===== src/rtl/core/pour_stability_detector_unit_assert.svh =====
// ----------------------------------------------------------------------------
// Assertion macros for the pour stability detector
// Clocked property checks that compile away when NO_ASSERTIONS is defined.
// ----------------------------------------------------------------------------
`ifndef POUR_STABILITY_DETECTOR_UNIT_ASSERT_SVH
`define POUR_STABILITY_DETECTOR_UNIT_ASSERT_SVH

`ifndef NO_ASSERTIONS

// Check a property on every clock edge outside reset.
`define PSD_ASSERT(name, expr) \
    name: assert property (@(posedge i_clk) disable iff (!i_rst_n) (expr)) \
        else $error("pour stability detector assertion failed");

// Check a property on every clock edge, reset included.
`define PSD_ASSERT_NORST(name, expr) \
    name: assert property (@(posedge i_clk) (expr)) \
        else $error("pour stability detector assertion failed");

`else

`define PSD_ASSERT(name, expr)
`define PSD_ASSERT_NORST(name, expr)

`endif

`endif


===== src/rtl/core/psd_pkg.sv =====
// ----------------------------------------------------------------------------
// psd_pkg
// Shared types and constants of the pour stability detector.
// ----------------------------------------------------------------------------
`timescale 1ns / 1ps

package psd_pkg;

    typedef enum logic [1:0] {
        MODE_WAITING  = 2'd0,
        MODE_POURING  = 2'd1,
        MODE_SETTLING = 2'd2,
        MODE_SETTLED  = 2'd3
    } t_mode;

    typedef logic [2:0] t_reg_idx;

    localparam t_reg_idx REG_NOISE_SIGMA    = 3'd0;
    localparam t_reg_idx REG_EMA_ALPHA      = 3'd1;
    localparam t_reg_idx REG_START_COUNT    = 3'd2;
    localparam t_reg_idx REG_STOP_COUNT     = 3'd3;
    localparam t_reg_idx REG_SETTLE_SAMPLES = 3'd4;

    localparam int CFG_DATA_BITS = 16;

    localparam logic [1:0]  QUAL_FAIL   = 2'd3;
    localparam logic        CMD_REARM   = 1'b1;

    // Q1.15 filter weight
    localparam logic [15:0] ALPHA_ONE   = 16'h8000;
    localparam int          ALPHA_SHIFT = 15;
    localparam int          ALPHA_HALF  = 16384;

    localparam logic [18:0] SLOPE_FLOOR = 19'd240;
    localparam logic [30:0] SLOPE_MAX   = 31'h7FFF_FFFF;
    localparam logic [7:0]  COUNT_MAX   = 8'hFF;

    localparam logic [15:0] RST_NOISE_SIGMA    = 16'd0;
    localparam logic [15:0] RST_EMA_ALPHA      = 16'd6554;
    localparam logic [7:0]  RST_START_COUNT    = 8'd3;
    localparam logic [7:0]  RST_STOP_COUNT     = 8'd3;
    localparam logic [7:0]  RST_SETTLE_SAMPLES = 8'd10;

    typedef struct packed {
        logic [15:0] noise_sigma;
        logic [15:0] ema_alpha;
        logic [7:0]  start_count;
        logic [7:0]  stop_count;
        logic [7:0]  settle_samples;
    } t_cfg;

    typedef struct packed {
        t_mode       mode;
        logic [7:0]  pers_cnt;
        logic [7:0]  settle_cnt;
        logic        seeded;
    } t_ctrl;

endpackage


===== src/rtl/core/psd_step.sv =====
// ----------------------------------------------------------------------------
// psd_step
// Next-state and result logic for one word: EMA update, slope, threshold,
// detector mode and saturated delta.
// ----------------------------------------------------------------------------
`timescale 1ns / 1ps

module psd_step #(
    parameter int WEIGHT_BITS = 28
) (
    input  psd_pkg::t_cfg                  i_cfg,
    input  psd_pkg::t_ctrl                 i_ctrl,
    input  logic signed [WEIGHT_BITS-1:0]  i_filt,
    input  logic signed [WEIGHT_BITS-1:0]  i_prev,
    input  logic signed [WEIGHT_BITS-1:0]  i_base,
    input  logic                           i_cmd,
    input  logic signed [WEIGHT_BITS-1:0]  i_raw,
    input  logic [1:0]                     i_qual,
    input  logic signed [WEIGHT_BITS-1:0]  i_new_base,
    output psd_pkg::t_ctrl                 o_ctrl,
    output logic signed [WEIGHT_BITS-1:0]  o_filt,
    output logic signed [WEIGHT_BITS-1:0]  o_prev,
    output logic signed [WEIGHT_BITS-1:0]  o_base,
    output logic [30:0]                    o_slope,
    output logic signed [WEIGHT_BITS-1:0]  o_delta,
    output logic [1:0]                     o_qual
);

    import psd_pkg::*;

    localparam int W   = WEIGHT_BITS;
    localparam int DW  = W + 1;
    localparam int PW  = W + 18;
    localparam int SFW = (W + 5 > 32) ? W + 5 : 32;

    localparam logic signed [PW-1:0] ROUND_C = PW'(ALPHA_HALF);
    localparam logic signed [W-1:0]  W_MIN   = {1'b1, {(W-1){1'b0}}};
    localparam logic signed [W-1:0]  W_MAX   = ~W_MIN;

    logic [15:0]           w_alpha;
    logic signed [DW-1:0]  w_diff;
    logic signed [PW-1:0]  w_prod;
    logic signed [PW-1:0]  w_round;
    logic signed [PW-1:0]  w_shift;
    logic signed [DW-1:0]  w_step;
    logic signed [DW-1:0]  w_ema_sum;
    logic                  w_fail;
    logic                  w_update;
    logic signed [DW-1:0]  w_d;
    logic [DW-1:0]         w_mag;
    logic [SFW-1:0]        w_slope_full;
    logic [30:0]           w_slope;
    logic [18:0]           w_thr_raw;
    logic [18:0]           w_thr;
    logic                  w_steep;
    logic [7:0]            w_pc_inc;
    logic [7:0]            w_sc_inc;
    t_mode                 n_mode;
    logic [7:0]            n_pc;
    logic [7:0]            n_sc;
    logic signed [DW-1:0]  w_dd;
    logic signed [W-1:0]   w_dsat;

    // new = old + floor((a*(x-old) + half) / one), same as the blended form
    assign w_alpha   = (i_cfg.ema_alpha > ALPHA_ONE) ? ALPHA_ONE : i_cfg.ema_alpha;
    assign w_diff    = {i_raw[W-1], i_raw} - {i_filt[W-1], i_filt};
    assign w_prod    = $signed({1'b0, w_alpha}) * w_diff;
    assign w_round   = w_prod + ROUND_C;
    assign w_shift   = w_round >>> ALPHA_SHIFT;
    assign w_step    = w_shift[DW-1:0];
    assign w_ema_sum = {i_filt[W-1], i_filt} + w_step;

    assign w_fail   = (i_qual == QUAL_FAIL);
    assign w_update = (i_cmd != CMD_REARM) && !w_fail && (i_ctrl.mode != MODE_SETTLED);

    always_comb begin
        o_filt = i_filt;
        o_prev = i_prev;
        w_d    = {i_filt[W-1], i_filt} - {i_prev[W-1], i_prev};
        if (w_update) begin
            if (!i_ctrl.seeded) begin
                o_filt = i_raw;
                o_prev = i_raw;
                w_d    = '0;
            end else begin
                o_prev = i_filt;
                o_filt = w_ema_sum[W-1:0];
                w_d    = w_step;
            end
        end
    end

    // slope = 10 * |step|, saturated to 31 bits
    assign w_mag        = w_d[DW-1] ? DW'(-w_d) : DW'(w_d);
    assign w_slope_full = (SFW'(w_mag) << 3) + (SFW'(w_mag) << 1);
    assign w_slope      = (w_slope_full > SFW'(SLOPE_MAX)) ? SLOPE_MAX
                                                           : w_slope_full[30:0];

    assign w_thr_raw = ({3'b000, i_cfg.noise_sigma} << 2) + {3'b000, i_cfg.noise_sigma};
    assign w_thr     = (w_thr_raw < SLOPE_FLOOR) ? SLOPE_FLOOR : w_thr_raw;
    assign w_steep   = (32'(w_slope) > 32'(w_thr));

    assign w_pc_inc = (i_ctrl.pers_cnt == COUNT_MAX) ? COUNT_MAX : i_ctrl.pers_cnt + 8'd1;
    assign w_sc_inc = (i_ctrl.settle_cnt == COUNT_MAX) ? COUNT_MAX : i_ctrl.settle_cnt + 8'd1;

    // next mode
    always_comb begin
        n_mode = i_ctrl.mode;
        if (i_cmd == CMD_REARM) begin
            n_mode = MODE_WAITING;
        end else if (!w_fail) begin
            unique case (i_ctrl.mode)
                MODE_WAITING: begin
                    if (w_steep && (w_pc_inc >= i_cfg.start_count)) n_mode = MODE_POURING;
                end
                MODE_POURING: begin
                    if (!w_steep && (w_pc_inc >= i_cfg.stop_count)) n_mode = MODE_SETTLING;
                end
                MODE_SETTLING: begin
                    if (w_sc_inc >= i_cfg.settle_samples) n_mode = MODE_SETTLED;
                end
                MODE_SETTLED: begin
                    n_mode = MODE_SETTLED;
                end
            endcase
        end
    end

    // persistence and settle counters
    always_comb begin
        n_pc = i_ctrl.pers_cnt;
        n_sc = i_ctrl.settle_cnt;
        if (i_cmd == CMD_REARM) begin
            n_pc = '0;
            n_sc = '0;
        end else if (!w_fail) begin
            unique case (i_ctrl.mode)
                MODE_WAITING: begin
                    if (w_steep && (w_pc_inc < i_cfg.start_count)) n_pc = w_pc_inc;
                    else                                             n_pc = '0;
                end
                MODE_POURING: begin
                    if (!w_steep && (w_pc_inc < i_cfg.stop_count)) begin
                        n_pc = w_pc_inc;
                    end else if (!w_steep) begin
                        n_pc = '0;
                        n_sc = '0;
                    end else begin
                        n_pc = '0;
                    end
                end
                MODE_SETTLING: begin
                    n_sc = w_sc_inc;
                end
                MODE_SETTLED: begin
                    n_pc = i_ctrl.pers_cnt;
                end
            endcase
        end
    end

    always_comb begin
        o_ctrl.mode       = n_mode;
        o_ctrl.pers_cnt   = n_pc;
        o_ctrl.settle_cnt = n_sc;
        o_ctrl.seeded     = i_ctrl.seeded | w_update;
    end

    // baseline minus EMA, clamped to the weight range
    assign w_dd   = {i_base[W-1], i_base} - {o_filt[W-1], o_filt};
    assign w_dsat = (w_dd[DW-1] != w_dd[W-1]) ? (w_dd[DW-1] ? W_MIN : W_MAX)
                                              : w_dd[W-1:0];

    assign o_slope = w_fail ? '0 : w_slope;
    assign o_delta = w_fail ? '0 : w_dsat;
    assign o_qual  = i_qual;
    assign o_base  = (i_cmd == CMD_REARM) ? i_new_base : i_base;

endmodule


===== src/rtl/core/pour_stability_detector_unit.sv =====
// ----------------------------------------------------------------------------
// pour_stability_detector_unit
// Load-cell pour detector: EMA filter, slope threshold and four-mode
// persistence detector over a stream of weight samples.
// ----------------------------------------------------------------------------
// Each sample word is registered on entry and processed combinationally: the
// EMA update (one 17 x WEIGHT_BITS+1 multiply), the slope and threshold
// compare and the mode step all sit between the input register and the
// result register, so the block takes one word per clock while the result
// stream does not stall. A rearm word (cmd set) loads the baseline, returns
// to waiting and yields no result; a failed sample (quality 3) changes
// nothing and reports zero slope and zero delta. The input side accepts a
// word whenever the input register is empty, holds a rearm, or the result
// register is free or being drained in the same cycle. Write configuration
// only while no word is in flight.
// ----------------------------------------------------------------------------
`timescale 1ns / 1ps
`include "pour_stability_detector_unit_assert.svh"

module pour_stability_detector_unit #(
    parameter int WEIGHT_BITS = 28
) (
    input  logic                                   i_clk,
    input  logic                                   i_rst_n,
    // configuration write port
    input  logic                                   i_cfg_we,
    input  psd_pkg::t_reg_idx                      i_cfg_idx,
    input  logic [psd_pkg::CFG_DATA_BITS-1:0]      i_cfg_data,
    // input stream
    input  logic                                   s_axis_tvalid,
    output logic                                   s_axis_tready,
    // tdata from bit 0: raw_weight, quality, new_baseline, zero fill
    input  logic [((2*WEIGHT_BITS+2+7)/8)*8-1:0]   s_axis_tdata,
    // tuser: cmd
    input  logic                                   s_axis_tuser,
    // result stream
    output logic                                   m_axis_tvalid,
    input  logic                                   m_axis_tready,
    // tdata from bit 0: mode, ema_weight, slope_rate, delta_weight,
    // quality_out, zero fill
    output logic [((2*WEIGHT_BITS+35+7)/8)*8-1:0]  m_axis_tdata
);

    import psd_pkg::*;

    localparam int W     = WEIGHT_BITS;
    localparam int OUT_W = ((2*W + 35 + 7) / 8) * 8;

    // configuration registers
    t_cfg                  r_cfg;

    // input register
    logic                  r_in_valid;
    logic                  r_in_cmd;
    logic signed [W-1:0]   r_in_raw;
    logic [1:0]            r_in_qual;
    logic signed [W-1:0]   r_in_base;

    // detector state
    t_ctrl                 r_ctrl;
    logic signed [W-1:0]   r_filt;
    logic signed [W-1:0]   r_prev;
    logic signed [W-1:0]   r_base;

    // result register
    logic                  r_out_valid;
    t_mode                 r_out_mode;
    logic signed [W-1:0]   r_out_ema;
    logic [30:0]           r_out_slope;
    logic signed [W-1:0]   r_out_delta;
    logic [1:0]            r_out_qual;

    // step outputs
    t_ctrl                 n_ctrl;
    logic signed [W-1:0]   n_filt;
    logic signed [W-1:0]   n_prev;
    logic signed [W-1:0]   n_base;
    logic [30:0]           n_slope;
    logic signed [W-1:0]   n_delta;
    logic [1:0]            n_qual;

    logic                  w_adv;

    // Advance the held word when it makes no result (rearm) or the result
    // register is empty or draining this cycle.
    assign w_adv = r_in_valid
                 && ((r_in_cmd == CMD_REARM) || !r_out_valid || m_axis_tready);

    assign s_axis_tready = !r_in_valid || w_adv;

    // Configuration: plain indexed write, unknown indexes drop.
    always_ff @(posedge i_clk) begin
        if (!i_rst_n) begin
            r_cfg.noise_sigma    <= RST_NOISE_SIGMA;
            r_cfg.ema_alpha      <= RST_EMA_ALPHA;
            r_cfg.start_count    <= RST_START_COUNT;
            r_cfg.stop_count     <= RST_STOP_COUNT;
            r_cfg.settle_samples <= RST_SETTLE_SAMPLES;
        end else if (i_cfg_we) begin
            unique case (i_cfg_idx)
                REG_NOISE_SIGMA:    r_cfg.noise_sigma    <= i_cfg_data;
                REG_EMA_ALPHA:      r_cfg.ema_alpha      <= i_cfg_data;
                REG_START_COUNT:    r_cfg.start_count    <= i_cfg_data[7:0];
                REG_STOP_COUNT:     r_cfg.stop_count     <= i_cfg_data[7:0];
                REG_SETTLE_SAMPLES: r_cfg.settle_samples <= i_cfg_data[7:0];
                default: ;
            endcase
        end
    end

    // Input register: load on acceptance, drop the valid once advanced.
    always_ff @(posedge i_clk) begin
        if (!i_rst_n) begin
            r_in_valid <= 1'b0;
        end else if (s_axis_tready) begin
            r_in_valid <= s_axis_tvalid;
        end
    end

    always_ff @(posedge i_clk) begin
        if (s_axis_tvalid && s_axis_tready) begin
            r_in_cmd  <= s_axis_tuser;
            r_in_raw  <= s_axis_tdata[W-1:0];
            r_in_qual <= s_axis_tdata[W+1:W];
            r_in_base <= s_axis_tdata[2*W+1:W+2];
        end
    end

    psd_step #(
        .WEIGHT_BITS (WEIGHT_BITS)
    ) u_step (
        .i_cfg      (r_cfg),
        .i_ctrl     (r_ctrl),
        .i_filt     (r_filt),
        .i_prev     (r_prev),
        .i_base     (r_base),
        .i_cmd      (r_in_cmd),
        .i_raw      (r_in_raw),
        .i_qual     (r_in_qual),
        .i_new_base (r_in_base),
        .o_ctrl     (n_ctrl),
        .o_filt     (n_filt),
        .o_prev     (n_prev),
        .o_base     (n_base),
        .o_slope    (n_slope),
        .o_delta    (n_delta),
        .o_qual     (n_qual)
    );

    // Detector state: commit the step result whenever the word advances.
    always_ff @(posedge i_clk) begin
        if (!i_rst_n) begin
            r_ctrl.mode       <= MODE_WAITING;
            r_ctrl.pers_cnt   <= '0;
            r_ctrl.settle_cnt <= '0;
            r_ctrl.seeded     <= 1'b0;
            r_filt            <= '0;
            r_prev            <= '0;
            r_base            <= '0;
        end else if (w_adv) begin
            r_ctrl <= n_ctrl;
            r_filt <= n_filt;
            r_prev <= n_prev;
            r_base <= n_base;
        end
    end

    // Result register: fill from a sample word, clear once taken.
    always_ff @(posedge i_clk) begin
        if (!i_rst_n) begin
            r_out_valid <= 1'b0;
        end else if (w_adv && (r_in_cmd != CMD_REARM)) begin
            r_out_valid <= 1'b1;
        end else if (m_axis_tready) begin
            r_out_valid <= 1'b0;
        end
    end

    always_ff @(posedge i_clk) begin
        if (w_adv && (r_in_cmd != CMD_REARM)) begin
            r_out_mode  <= n_ctrl.mode;
            r_out_ema   <= n_filt;
            r_out_slope <= n_slope;
            r_out_delta <= n_delta;
            r_out_qual  <= n_qual;
        end
    end

    assign m_axis_tvalid = r_out_valid;

    // Pack the result word, lowest field first, zero fill on top.
    always_comb begin
        m_axis_tdata                   = '0;
        m_axis_tdata[1:0]              = r_out_mode;
        m_axis_tdata[W+1:2]            = r_out_ema;
        m_axis_tdata[W+32:W+2]         = r_out_slope;
        m_axis_tdata[2*W+32:W+33]      = r_out_delta;
        m_axis_tdata[2*W+34:2*W+33]    = r_out_qual;
        m_axis_tdata[OUT_W-1]          = 1'b0;
    end

    // A rearm word always leaves the detector waiting with clear counters.
    `PSD_ASSERT(a_rearm_clears, (w_adv && r_in_cmd == CMD_REARM) |=> (r_ctrl.mode == MODE_WAITING && r_ctrl.pers_cnt == 8'd0 && r_ctrl.settle_cnt == 8'd0))
    // A failed sample or a settled detector must not move the filter.
    `PSD_ASSERT(a_filter_held, (w_adv && r_in_cmd != CMD_REARM && (r_in_qual == QUAL_FAIL || r_ctrl.mode == MODE_SETTLED)) |=> ($stable(r_filt) && $stable(r_prev)))
    // A failed-sample result carries zero slope and zero delta.
    `PSD_ASSERT(a_fail_zero, (r_out_valid && r_out_qual == QUAL_FAIL) |-> (r_out_slope == 31'd0 && r_out_delta == '0))
    // Reset empties both pipeline registers.
    `PSD_ASSERT_NORST(a_reset_empty, !i_rst_n |=> (!r_in_valid && !r_out_valid))

endmodule


===== config.mk =====
export PLATFORM = sky130hd
export DESIGN_NAME = pour_stability_detector_unit
export DESIGN_NICKNAME = d
export VERILOG_FILES = /design/src/rtl/core/psd_pkg.sv /design/src/rtl/core/psd_step.sv /design/src/rtl/core/pour_stability_detector_unit.sv
export VERILOG_INCLUDE_DIRS = /design/src /design/src/rtl/core
export SDC_FILE = /design/constraint.sdc
export NUM_CORES = 2
export LEC_CHECK = 0
export ABC_CLOCK_PERIOD_IN_PS = 43300
export BUFFER_PORTS_ARGS = -buffer_cell sky130_fd_sc_hd__buf_2
export CORE_UTILIZATION = 60
export DETAILED_ROUTE_END_ITERATION = 12
export PLACE_DENSITY = 0.87
export REMOVE_ABC_BUFFERS = 1
export SETUP_SLACK_MARGIN = 0.02
export SLEW_MARGIN = 20
export SYNTH_ARGS = -nofsm -noshare
export SYNTH_HDL_FRONTEND = slang
export SYNTH_HIERARCHICAL = 1
export SYNTH_SLANG_ARGS = --single-unit

===== constraint.sdc =====
create_clock -name i_clk -period 43.3 [get_ports i_clk]
set_input_delay 6.495 -clock i_clk [delete_from_list [all_inputs] [get_ports i_clk]]
set_output_delay 6.495 -clock i_clk [all_outputs]
set_load 0.01 [all_outputs]

# Word-level counts from Yosys, hierarchy flattened
# Cells that the tools add are included.
op_classes:
  bitwise: 2
  n_mul: 1
  n_addsub: 10
  n_mux: 31
  n_reduce_logical: 30
  n_lt_le_gt_ge: 9
  n_eq_ne: 15
op_table:
  columns: ["cell", "count"]
  rows:
  - ["$mux 28", 5]
  - ["$mux 29", 3]
  - ["$sub 28x28->29", 3]
  - ["$mux 8", 10]
  - ["$add 44x16->44 const B", 1]
  - ["$mul 17x29->44", 1]
  - ["$add 32x30->33", 1]
  - ["$gt 33x31->1 const B", 1]
  - ["$pmux 8 s2", 2]
  - ["$gt 31x19->1", 1]
  - ["$mux 31", 1]
  - ["$neg 29->29", 1]
  - ["$add 28x28->28", 1]
  - ["$ge 8x8->1", 3]
  - ["$add 18x16->19", 1]
  - ["$lt 19x8->1 const B", 1]
  - ["$mux 19", 1]
  - ["$add 8x1->8 const B", 2]
  - ["$eq 8x8->1 const B", 2]
  - ["$gt 16x16->1 const B", 1]
  - ["$lt 8x8->1", 2]
  - ["$mux 16", 1]
  - ["$reduce_and 2->1", 7]
  - ["$mux 2", 5]
  - ["21 further kinds", 41]
totals:
  register_bits: 311
  in_bits: 89
  output_inout_bits: 98
  elab_cells: 121

# Longest topological paths before layout
logic_depth:
  word_depth: 18
  ltp_mapped: 90

# Cells and area by module
# The synthesis kept the hierarchy.
modules_own_cells:
  columns: ["module", "cells_per_inst", "area_each_um2", "seq_area_each_um2", "n_inst"]
  rows:
  - ["psd_step", 3865, 29168.0, 0.0, 1]
  - ["pour_stability_detector_unit", 845, 10781.6, 7727.4, 1]

# Least setup slack after synthesis
# Ideal clock, no wire load.
synth_timing:
  path_type: "flip-flop to flip-flop"
  startpoint: "reg r_filt[1]"
  endpoint: "reg r_ctrl[9] (netlist name)"
  required_ps: 43228
  path_slack_ps: 26024
  n_path_buf: 5
  stages_incl_launch_ff: 88
  t_arrival_ps: 17205
  path_cell_list: "dfxtp_1 -> inv_1 -> ha_1 -> nor2b_1 -> o21ai_0 -> a21boi_0 -> o21ai_0 -> a21boi_0 -> o21ai_0 -> a21boi_0 -> o21ai_0 -> a21boi_0 -> o211ai_1 -> a21boi_0 -> o211ai_1 -> a21boi_0 -> o21ai_0 -> a21boi_0 -> (+52 left out) -> nand2b_1 -> a21oi_1 -> nor2b_1 -> o21ai_0 -> nand2b_1 -> a21oi_1 -> o21a_1 -> o21ai_0 -> a221oi_1 -> a21oi_1 -> nor4_1 -> and4_1 -> o2111a_1 -> nand4b_1 -> or4_1 -> nand3_1 -> nand2_1 -> mux2i_1"
synth_lines:
  columns: ["element", "line_no", "rtl"]
  rows:
  - ["start, declared", "pour_stability_detector_unit.sv:61", "logic signed [W-1:0] r_filt;"]
  - ["start signal, assigned", "pour_stability_detector_unit.sv:162", "r_filt <= n_filt;"]
  - ["end signal, assigned", "pour_stability_detector_unit.sv:161", "r_ctrl <= n_ctrl;"]
  - ["end, declared", "pour_stability_detector_unit.sv:60", "t_ctrl r_ctrl;"]

==> results by group <==
Die
  • Die Y-Extent: 260.0 um
  • Die area: 67620 um^2
  • I/O pin count: ~190
  • Die X: 260.0 um
  • Core Rows: 94
  • Core box area: between 60000 and 70000 um^2
  • Initial Utilization: 60.66%

Place
  • Gpl congestion: 0.9901
  • Buffers on Ports: about 180
  • HPWL after DPL: 85360 um

Setup path
  • Crit path kind: reg -> reg
  • CP top delay family: compound AO/OA/AOI/OAI gates
  • CP dominant cell by count: o21ai_0
  • Critical path arrival: between 20 and 25 ns
  • Max FO, Critical Path: 26
  • Slowest cell on the critical path: xor2_1
  • Slowest stage delay, CP: around 0.91 ns
  • Worst Path Required: 43.78 ns
  • Critical path launch point type: register
  • WP buf/inv: 7
  • Crit end category: register

Clock tree
  • TritonCTS buffer count: 34
  • Clk_lat worst skew: between 0.5 and 0.6 ns
  • Resized Gates After CTS: 0
  • Clock Path Buffers: 3
  • # clock sinks: 311
  • CTS tree: done
  • Reg clk slew, reported paths: 0.07 ns
  • Clock Root Buffer: clkbuf_16
  • Hold-fix buffers, CTS: 0
  • CTS H-Tree Depth: 2
  • Post-CTS Setup Bufs: 0

Layout
  • Area grow syn2layout: 6.956%
  • Multi-input logic area: 28660 um^2
  • Fillers: 5195
  • Final core utilization: 64.87%
  • Proportion of layout cells with a drive suffix above 1: 8.023%
  • Sequential Area: 7731 um^2
  • Net count reported at finish: 5630

Timing
  • RSZ-0062 raised after global routing: false
  • Max-slew headroom: 24.44%
  • Fin. Hold Viols: 0
  • Final number of setup-violating endpoints: 0
  • Fin Setup TNS: 0 ns
  • Slew @ Worst Pin: 1.130 ns
  • Min Tclk post-route: 21.26 ns
  • Crit share post-route: 49.10%
  • Final Max Slew Viols: 0
  • Max Fclk: approximately 47 MHz
  • Layout Skew: 0.01914 ns

Global route
  • GR Overflow Total: 0
  • Largest net degree at the start of global routing: 176
  • Total track usage: 33.34%
  • First-pass GRT wire length: ~180000 um
  • Initial antenna violation count: 2
  • Vias in the first global route: around 34000

Detailed routing
  • Total Routed Length: between 100000 and 150000 um
  • DRC: 0
  • Initial DRC count: 3158
  • Final ANT Viol Nets: 0
  • TritonRoute pass-1 iters: 8
  • Via count: 34470
  • Via/cell ratio: ~6
  • Post-DR wirelength/cell: approximately 20 um

Synth
  • Top FF cell, synth: dfxtp_1
  • Largest area contributor in the netlist: fa_1
  • Most frequent cell after synthesis: inv_1
  • Cell variety after synth: between 100 and 150
  • Yosys top cell area share: between 20% and 30%
  • FF+latch count, synth: 311
  • Synth area leaders: fa_1, edfxtp_1, ha_1, dfxtp_1, inv_1
  • Post-synth EDFFs: 150
  • Fraction of registers with async set/reset: 0%
  • Synth warn: 6
  • Synth Area per Inst: about 8.5 um^2
  • Post-synthesis sequential area ratio: 19.34%
  • Post-Syn Area: 39950 um^2
  • Commonest cells post-synth: inv_1, nand2_1, fa_1
  • Cells after Synth: approximately 4700

Min path
  • HP Class: reg -> reg

Run status
  • Status: complete, no violations

Job
  • Max Cap Viol: 0
[routing by layer]
| layer | vias to the layer above | part of all wire (%) | track usage [%] |
|---|---|---|---|
| met5 | - | 0.012 | 0 |
| met4 | 2 | 5.9 | 17.01 |
| met3 | 388 | 11 | 7.212 |
| met2 | 1969 | 45 | 53.35 |
| met1 | 16500 | 38 | 42.50 |
| li1 | 15600 | - | - |
[worst min-delay path: stages (launching register included)]
cell and delay [ns]:
dfxtp_1 0.31, nand2_1 0.05, mux2i_1 0.05
[cells by family after synthesis]
family          count (synthesis)  share of synthesized area, %
other cells                     1                      0.009387
mux                           152                         3.902
simple gates                 1518                         17.08
xor+xnor                      198                         4.388
fa+ha+maj                     769                         32.35
flops                         311                         19.34
buf+inv                       943                         9.173
compound gates                818                         13.76
[cell usage in the layout, fill, tap and decap left out, types with 14 or more instances in the layout]
cell type | netlist | layout
a211o_1 | 14 | 14
buf_2 | 20 | 174
dfxtp_1 | 161 | 160
xnor2_1 | 133 | 132
o21bai_1 | 29 | 29
a31oi_1 | 19 | 19
nand4_1 | 24 | 24
or3_1 | 28 | 27
fa_1 | 440 | 440
o21a_1 | 27 | 26
a21o_1 | 67 | 67
nand2_1 | 651 | 651
edfxtp_1 | 150 | 150
a21boi_0 | 34 | 33
inv_1 | 736 | 735
and3_1 | 17 | 17
buf_4 | 10 | 54
clkbuf_16 | 0 | 35
nor2b_1 | 66 | 59
a211oi_1 | 61 | 61
nor2_1 | 406 | 406
ha_1 | 328 | 328
mux2_2 | 30 | 30
o31ai_1 | 17 | 17
nand3_1 | 84 | 84
o21ai_0 | 109 | 109
and2_1 | 33 | 33
a21oi_1 | 267 | 267
xor2_1 | 64 | 62
mux2i_1 | 122 | 122
nor3_1 | 76 | 75
nand2b_1 | 59 | 59
or2_2 | 17 | 17
[state kept, by name, summed over array words and instances, names as in the netlist, 2 cells and up]
| name | flops |
|---|---|
| r_cfg | 56 |
| r_out_slope | 31 |
| r_base | 28 |
| r_filt | 28 |
| r_in_base | 28 |
| r_in_raw | 28 |
| r_out_delta | 28 |
| r_out_ema | 28 |
| r_prev | 28 |
| r_ctrl | 19 |
| r_in_qual | 2 |
| r_out_mode | 2 |
| r_out_qual | 2 |
[through the flow]
step | cell area (um^2) | instances | setup slack [ns] | hold WS [ns]
finish | 42730 | 5664 | 22.04 | 0.4570
global route | 42730 | 5663 | 20.39 | 0.4744
CTS | 42700 | 5663 | 22.44 | 0.4577
detailed placement | 41510 | 5601 | 22.55 | 0.4496
global placement | 41510 | 5601 | 22.90 | 0.4424
floorplan | 39070 | 4508 | 25.02 | 0.4347
[final timing paths]
check	slack (ns)	endpoint	cells after the start	start
max reg2reg	22.04	r_ctrl[18]	82	r_filt[1]
min reg2reg	0.46	r_base[0]	2	r_base[0]
min	0.46	r_base[0]	2	r_base[0]
max	22.04	r_ctrl[18]	82	r_filt[1]
[cell type report]
cell class              instances  share of cell area [%]
repair buffers                229                   3.019
well taps                     864                   2.530
diodes                          1                0.005857
clock inverters                22                  0.7057
inverters                     737                   6.474
clock buffers                  40                   2.094
multi-input cells            3460                   67.08
flip-flops and latches        311                   18.09
Power is not shown: default switching activity piles up to over one toggle a cycle in this logic, so the estimate is an artifact.
